[src/rtl/core/fau_pkg.sv]
// Shared types and constants for the fraction arithmetic unit.
package fau_pkg;

	localparam int FIELD_W = 16;
	localparam int ACT_W = 3;
	localparam int RES_W = 64;
	localparam int OPERAND_WIDTH_DEF = 16;

	localparam logic [ACT_W-1:0] ACT_ADD = 3'd0;
	localparam logic [ACT_W-1:0] ACT_SUB = 3'd1;
	localparam logic [ACT_W-1:0] ACT_MUL = 3'd2;
	localparam logic [ACT_W-1:0] ACT_DIV = 3'd3;
	localparam logic [ACT_W-1:0] ACT_IMP = 3'd4;

	typedef enum logic [4:0] {
		OP_NONE,
		OP_LOAD,
		OP_IMPA,
		OP_IMPB,
		OP_CHECK,
		OP_GCD_DIV,
		OP_GCD_STEP,
		OP_QA_DIV,
		OP_QA,
		OP_QB_DIV,
		OP_QB,
		OP_LCM,
		OP_PA,
		OP_PB,
		OP_SUM,
		OP_MULN,
		OP_MULD,
		OP_DIVN,
		OP_DIVD,
		OP_IMPR,
		OP_PUBLISH
	} op_t;

	typedef enum logic [4:0] {
		S_IDLE,
		S_IMPA,
		S_IMPB,
		S_CHECK,
		S_GCD_CHK,
		S_GCD_DIV,
		S_GCD_WAIT,
		S_QA_DIV,
		S_QA_WAIT,
		S_QB_DIV,
		S_QB_WAIT,
		S_LCM,
		S_PA,
		S_PB,
		S_SUM,
		S_MULN,
		S_MULD,
		S_DIVN,
		S_DIVD,
		S_IMPR,
		S_OUT
	} state_t;

	typedef struct packed {
		op_t  op;
		logic in_ready;
	} cmd_t;

	typedef struct packed {
		logic             bad;
		logic [ACT_W-1:0] action;
		logic             y_zero;
		logic             div_done;
		logic             out_busy;
	} stat_t;

endpackage

[src/rtl/core/fau_ctrl.sv]
// Controller: sequences the datapath through one operation per word.
module fau_ctrl (
	input  logic           clk,
	input  logic           arst_n,
	input  logic           in_valid,
	input  fau_pkg::stat_t stat,
	output fau_pkg::cmd_t  cmd
);

	fau_pkg::state_t state_q, state_nx;

	always_ff @(posedge clk or negedge arst_n) begin
		if (!arst_n) begin
			state_q <= fau_pkg::S_IDLE;
		end else begin
			state_q <= state_nx;
		end
	end

	always_comb begin
		state_nx = state_q;
		case (state_q)
			fau_pkg::S_IDLE: if (in_valid) state_nx = fau_pkg::S_IMPA;
			fau_pkg::S_IMPA: state_nx = fau_pkg::S_IMPB;
			fau_pkg::S_IMPB: state_nx = fau_pkg::S_CHECK;
			fau_pkg::S_CHECK: begin
				if (stat.bad) begin
					state_nx = fau_pkg::S_OUT;
				end else begin
					case (stat.action)
						fau_pkg::ACT_ADD, fau_pkg::ACT_SUB: state_nx = fau_pkg::S_GCD_CHK;
						fau_pkg::ACT_MUL: state_nx = fau_pkg::S_MULN;
						fau_pkg::ACT_DIV: state_nx = fau_pkg::S_DIVN;
						fau_pkg::ACT_IMP: state_nx = fau_pkg::S_IMPR;
						default: state_nx = fau_pkg::S_OUT;
					endcase
				end
			end
			fau_pkg::S_GCD_CHK: begin
				state_nx = stat.y_zero ? fau_pkg::S_QA_DIV : fau_pkg::S_GCD_DIV;
			end
			fau_pkg::S_GCD_DIV: state_nx = fau_pkg::S_GCD_WAIT;
			fau_pkg::S_GCD_WAIT: if (stat.div_done) state_nx = fau_pkg::S_GCD_CHK;
			fau_pkg::S_QA_DIV: state_nx = fau_pkg::S_QA_WAIT;
			fau_pkg::S_QA_WAIT: if (stat.div_done) state_nx = fau_pkg::S_QB_DIV;
			fau_pkg::S_QB_DIV: state_nx = fau_pkg::S_QB_WAIT;
			fau_pkg::S_QB_WAIT: if (stat.div_done) state_nx = fau_pkg::S_LCM;
			fau_pkg::S_LCM: state_nx = fau_pkg::S_PA;
			fau_pkg::S_PA: state_nx = fau_pkg::S_PB;
			fau_pkg::S_PB: state_nx = fau_pkg::S_SUM;
			fau_pkg::S_SUM: state_nx = fau_pkg::S_OUT;
			fau_pkg::S_MULN: state_nx = fau_pkg::S_MULD;
			fau_pkg::S_MULD: state_nx = fau_pkg::S_OUT;
			fau_pkg::S_DIVN: state_nx = fau_pkg::S_DIVD;
			fau_pkg::S_DIVD: state_nx = fau_pkg::S_OUT;
			fau_pkg::S_IMPR: state_nx = fau_pkg::S_OUT;
			fau_pkg::S_OUT: if (!stat.out_busy) state_nx = fau_pkg::S_IDLE;
			default: state_nx = fau_pkg::S_IDLE;
		endcase
	end

	always_comb begin
		cmd.op = fau_pkg::OP_NONE;
		cmd.in_ready = 1'b0;
		case (state_q)
			fau_pkg::S_IDLE: begin
				cmd.in_ready = 1'b1;
				if (in_valid) cmd.op = fau_pkg::OP_LOAD;
			end
			fau_pkg::S_IMPA: cmd.op = fau_pkg::OP_IMPA;
			fau_pkg::S_IMPB: cmd.op = fau_pkg::OP_IMPB;
			fau_pkg::S_CHECK: cmd.op = fau_pkg::OP_CHECK;
			fau_pkg::S_GCD_DIV: cmd.op = fau_pkg::OP_GCD_DIV;
			fau_pkg::S_GCD_WAIT: if (stat.div_done) cmd.op = fau_pkg::OP_GCD_STEP;
			fau_pkg::S_QA_DIV: cmd.op = fau_pkg::OP_QA_DIV;
			fau_pkg::S_QA_WAIT: if (stat.div_done) cmd.op = fau_pkg::OP_QA;
			fau_pkg::S_QB_DIV: cmd.op = fau_pkg::OP_QB_DIV;
			fau_pkg::S_QB_WAIT: if (stat.div_done) cmd.op = fau_pkg::OP_QB;
			fau_pkg::S_LCM: cmd.op = fau_pkg::OP_LCM;
			fau_pkg::S_PA: cmd.op = fau_pkg::OP_PA;
			fau_pkg::S_PB: cmd.op = fau_pkg::OP_PB;
			fau_pkg::S_SUM: cmd.op = fau_pkg::OP_SUM;
			fau_pkg::S_MULN: cmd.op = fau_pkg::OP_MULN;
			fau_pkg::S_MULD: cmd.op = fau_pkg::OP_MULD;
			fau_pkg::S_DIVN: cmd.op = fau_pkg::OP_DIVN;
			fau_pkg::S_DIVD: cmd.op = fau_pkg::OP_DIVD;
			fau_pkg::S_IMPR: cmd.op = fau_pkg::OP_IMPR;
			fau_pkg::S_OUT: if (!stat.out_busy) cmd.op = fau_pkg::OP_PUBLISH;
			default: cmd.op = fau_pkg::OP_NONE;
		endcase
	end

endmodule

[config.mk]
export PLATFORM = sky130hd
export DESIGN_NAME = fau_ctrl
export DESIGN_NICKNAME = d
export VERILOG_FILES = /design/src/rtl/core/fau_pkg.sv /design/src/rtl/core/fau_ctrl.sv
export SDC_FILE = /design/constraint.sdc
export NUM_CORES = 1
export LEC_CHECK = 0
export BUFFER_PORTS_ARGS = -buffer_cell sky130_fd_sc_hd__buf_2
export CAP_MARGIN = 20
export CORE_AREA = 4 4 41 43
export CTS_CLUSTER_SIZE = 30
export DETAILED_ROUTE_END_ITERATION = 8
export DIE_AREA = 0 0 45 47
export GPL_ROUTABILITY_DRIVEN = 0
export PLACE_DENSITY = 0.69
export SLEW_MARGIN = 5
export SYNTH_ARGS = -nofsm -noshare
export SYNTH_HDL_FRONTEND = slang
export SYNTH_SLANG_ARGS = --single-unit
[constraint.sdc]
create_clock -name clk -period 2.3 [get_ports clk]
set_clock_uncertainty 0.15 [all_clocks]
set_input_delay 0 -clock clk [delete_from_list [all_inputs] [get_ports clk]]
set_output_delay 0 -clock clk [all_outputs]
set_load 0.005 [all_outputs]
==> results.tsv <==
stage	metric	value	unit
detailed_routing	vias_per_cell	5.64	
die	initial_utilization	0.413	
cts	clk_latency	0.25	ns
sta	fmax	465	MHz
worst_hold_path	hp-class	in -> reg	
sta	fin_ws	0.147	ns
flow_run	cap_viol_max_count	0	
final_layout	area_growth	33.1	%
cts	htreeDepth	1	
sta	finalHoldViolCount	1	
synth	ys_seq_area_frac	0.233	
worst_setup_path	cp_cell_sequence	or3_1 > nor4_1 > nand2_1 > dlygate4sd3_1 > o21ai_0	
worst_setup_path	critPathArrivalTime	2.16	ns
worst_setup_path	crit_start	state_q[4]	
detailed_routing	route.detailed.drc	0	
grt	grt_overflow	0	
synth	yosys_warnings	0	
die	dieArea	2120	um2
synth	synth_ff_type	dfrtp_1	
detailed_routing	postRouteAntennaNets	0	
final_layout	largest_reg_flops	5	
power_and_ir_drop	peakVddDrop	0.000443	V
cts	numCtsBuffers	3	
worst_setup_path	critPathMaxFanout	7	
sta	holdWs	-0.00388	ns
grt	grt_max_degree	17	
worst_hold_path	hp-start	stat[4]	
final_layout	n_antenna_cell	0	
worst_setup_path	cpPeakStageDelay	0.56	ns
synth	syn_nets	89	
worst_setup_path	crit_slowest_cell	dlygate4sd3_1	
synth	ys_types	31	
final_layout	regMostFlops	state_q	
run_status	violations	negative hold slack	
detailed_routing	drt_iter0_markers	17	
place	portBuffers	15	
power_and_ir_drop	leakagePower	0.000302	uW
die	num_io_pins	16	
worst_setup_path	ff2ff_path_depth	5	
grt	track_usage	0.173	
synth	syn_area	537	um2
die	coreArea	1300	um2
synth	postSynth.asyncResetShare	1.00	
final_layout	num-nets-final	112	
cts	cts_tree	built	
detailed_routing	drt_first_pass_iters	4	
sta	min_period_over_period	0.936	
place	preCtsSetupSlack	0.535	ns
worst_setup_path	rr_startpoint	state_q[4]	
cts	cts_sinks	5	
die	die_h	47	um
sta	rsz0062_at_grt	no	
cts	cts-root-buf	clkbuf_4	
cts	ctsResizeCount	0	
power_and_ir_drop	finalPower	834	uW
worst_setup_path	critPathCaptureType	flop	
die	die_w	45	um
place	hpwl	1.05	mm
grt	grt_pass1_vias	607	
grt	grt_pass1_wl	2.64	mm
run_status	outcome	complete, but fails checks	
worst_setup_path	timing_worst_setup_path_type	reg -> reg	
worst_setup_path	rrSetupSlack	0.15	ns
sta	fin_setup_tns	0	ns
cts	postCtsHoldBufs	7	
sta	drv_slew	0	
detailed_routing	routed_wl	1.56	mm
sta	finalCriticalPeriod	2.15	ns
grt	antenna_found_initial	0	
final_layout	final_layout_size_suffix_gt1_frac	0.208	
synth	syn_area_per_cell	6.79	um2
sta	slew_headroom	0.705	
cts	clockBufferDepth	2	
sta	worstMarginPinSlew	0.442	ns
cts	cts.clk_slew.worst_paths	0.05	ns
worst_setup_path	crit_required	2.31	ns
worst_setup_path	cp-endpoint	state_q[3]	
synth	synth_edf_count	0	
synth	syn_inst	79	
detailed_routing	wire_per_inst	13.4	um
worst_setup_path	reg2reg_to	state_q[3]	
worst_setup_path	worst_setup_path_start_kind	flop	
sta	setup_violations	0	
detailed_routing	num_vias	654	
die	rows	13	
final_layout	reg_top3	state_q x5	
power_and_ir_drop	p_per_area	1170	nW/um2
synth	synth_seq_cells	5	
cts	post_cts_buffers	0	
## cell type report
type / count / area (um2)
clock buffer: 4 / 26.3
fill: 137 / 587
inverter: 2 / 7.51
multi-input combinational: 65 / 369
sequential: 5 / 125
tap: 15 / 18.8
timing repair buffer: 25 / 168
## logic make-up after synthesis
kind of cell | count (synthesis) | share of synthesized area
compound gates | 29 | 0.333
buf+inv | 9 | 0.0793
flops | 5 | 0.233
mux | 1 | 0.0186
simple gates | 35 | 0.336
## report_power, final
part,switching [uW],internal (uW)
Clock,38.2,65.7
Combinational,296,236
Sequential,72.7,126
## metal layers
metal	wire length (um)	track usage	up-vias
met4	19	0.105	0
met3	68	0.0115	2
met1	745	0.226	298
met2	723	0.280	18
met5	0	0	-
li1	-	-	336
## worst max-delay path, delay by kind of cell (launching register included)
kind            cells  cell delay [ns]
flops               1             0.37
simple gates        3             0.91
compound gates      1             0.07
buf+inv             1             0.56
## Yosys cell counts (2+ instances only)
master    count  area share
a21oi_1       9       0.084
clkbuf_1      5       0.035
dfrtp_1       5        0.23
inv_1         2       0.014
nand2_1       5       0.035
nand2b_1      4       0.047
nand3_1       2       0.019
nor2_1        8       0.056
nor2b_1       3       0.035
nor3_1        6       0.056
o21ai_0       8       0.075
o21ai_1       2       0.019
or3_1         2       0.023
## cell usage in the layout (no fill, tap or decap), types with 3 or more instances in the layout
master and n:
dlygate4sd3_1 7, clkbuf_4 3, nor3_1 6, nand2_1 5, nor2_1 8, buf_2 15
dfrtp_1 5, buf_4 3, nand2b_1 4, a21oi_1 9, nor2b_1 3, o21ai_0 8
## how the worst min path moves through the flow
stage	endpoint	slack, ns	cells after the start
after detailed placement	state_q[1]	-0.33	1
after global routing	state_q[1]	0.04	4
final	state_q[1]	-0.004	4
after CTS	state_q[1]	0.002	4
after floorplan	state_q[0]	-0.45	0
after global placement	state_q[1]	-0.34	1
## through the flow
step | cell area [um2] | hold WS [ns] | instances | util
4_1_cts | 714 | 0.00169 | 116 | 0.549
3_3_place_gp | 618 | -0.335 | 105 | 0.475
5_1_grt | 714 | 0.0439 | 116 | 0.549
3_5_place_dp | 618 | -0.331 | 105 | 0.475
6_report | 714 | -0.00388 | 116 | 0.549
2_1_floorplan | 537 | -0.446 | 79 | -
(Power assumes the default switching activity.)
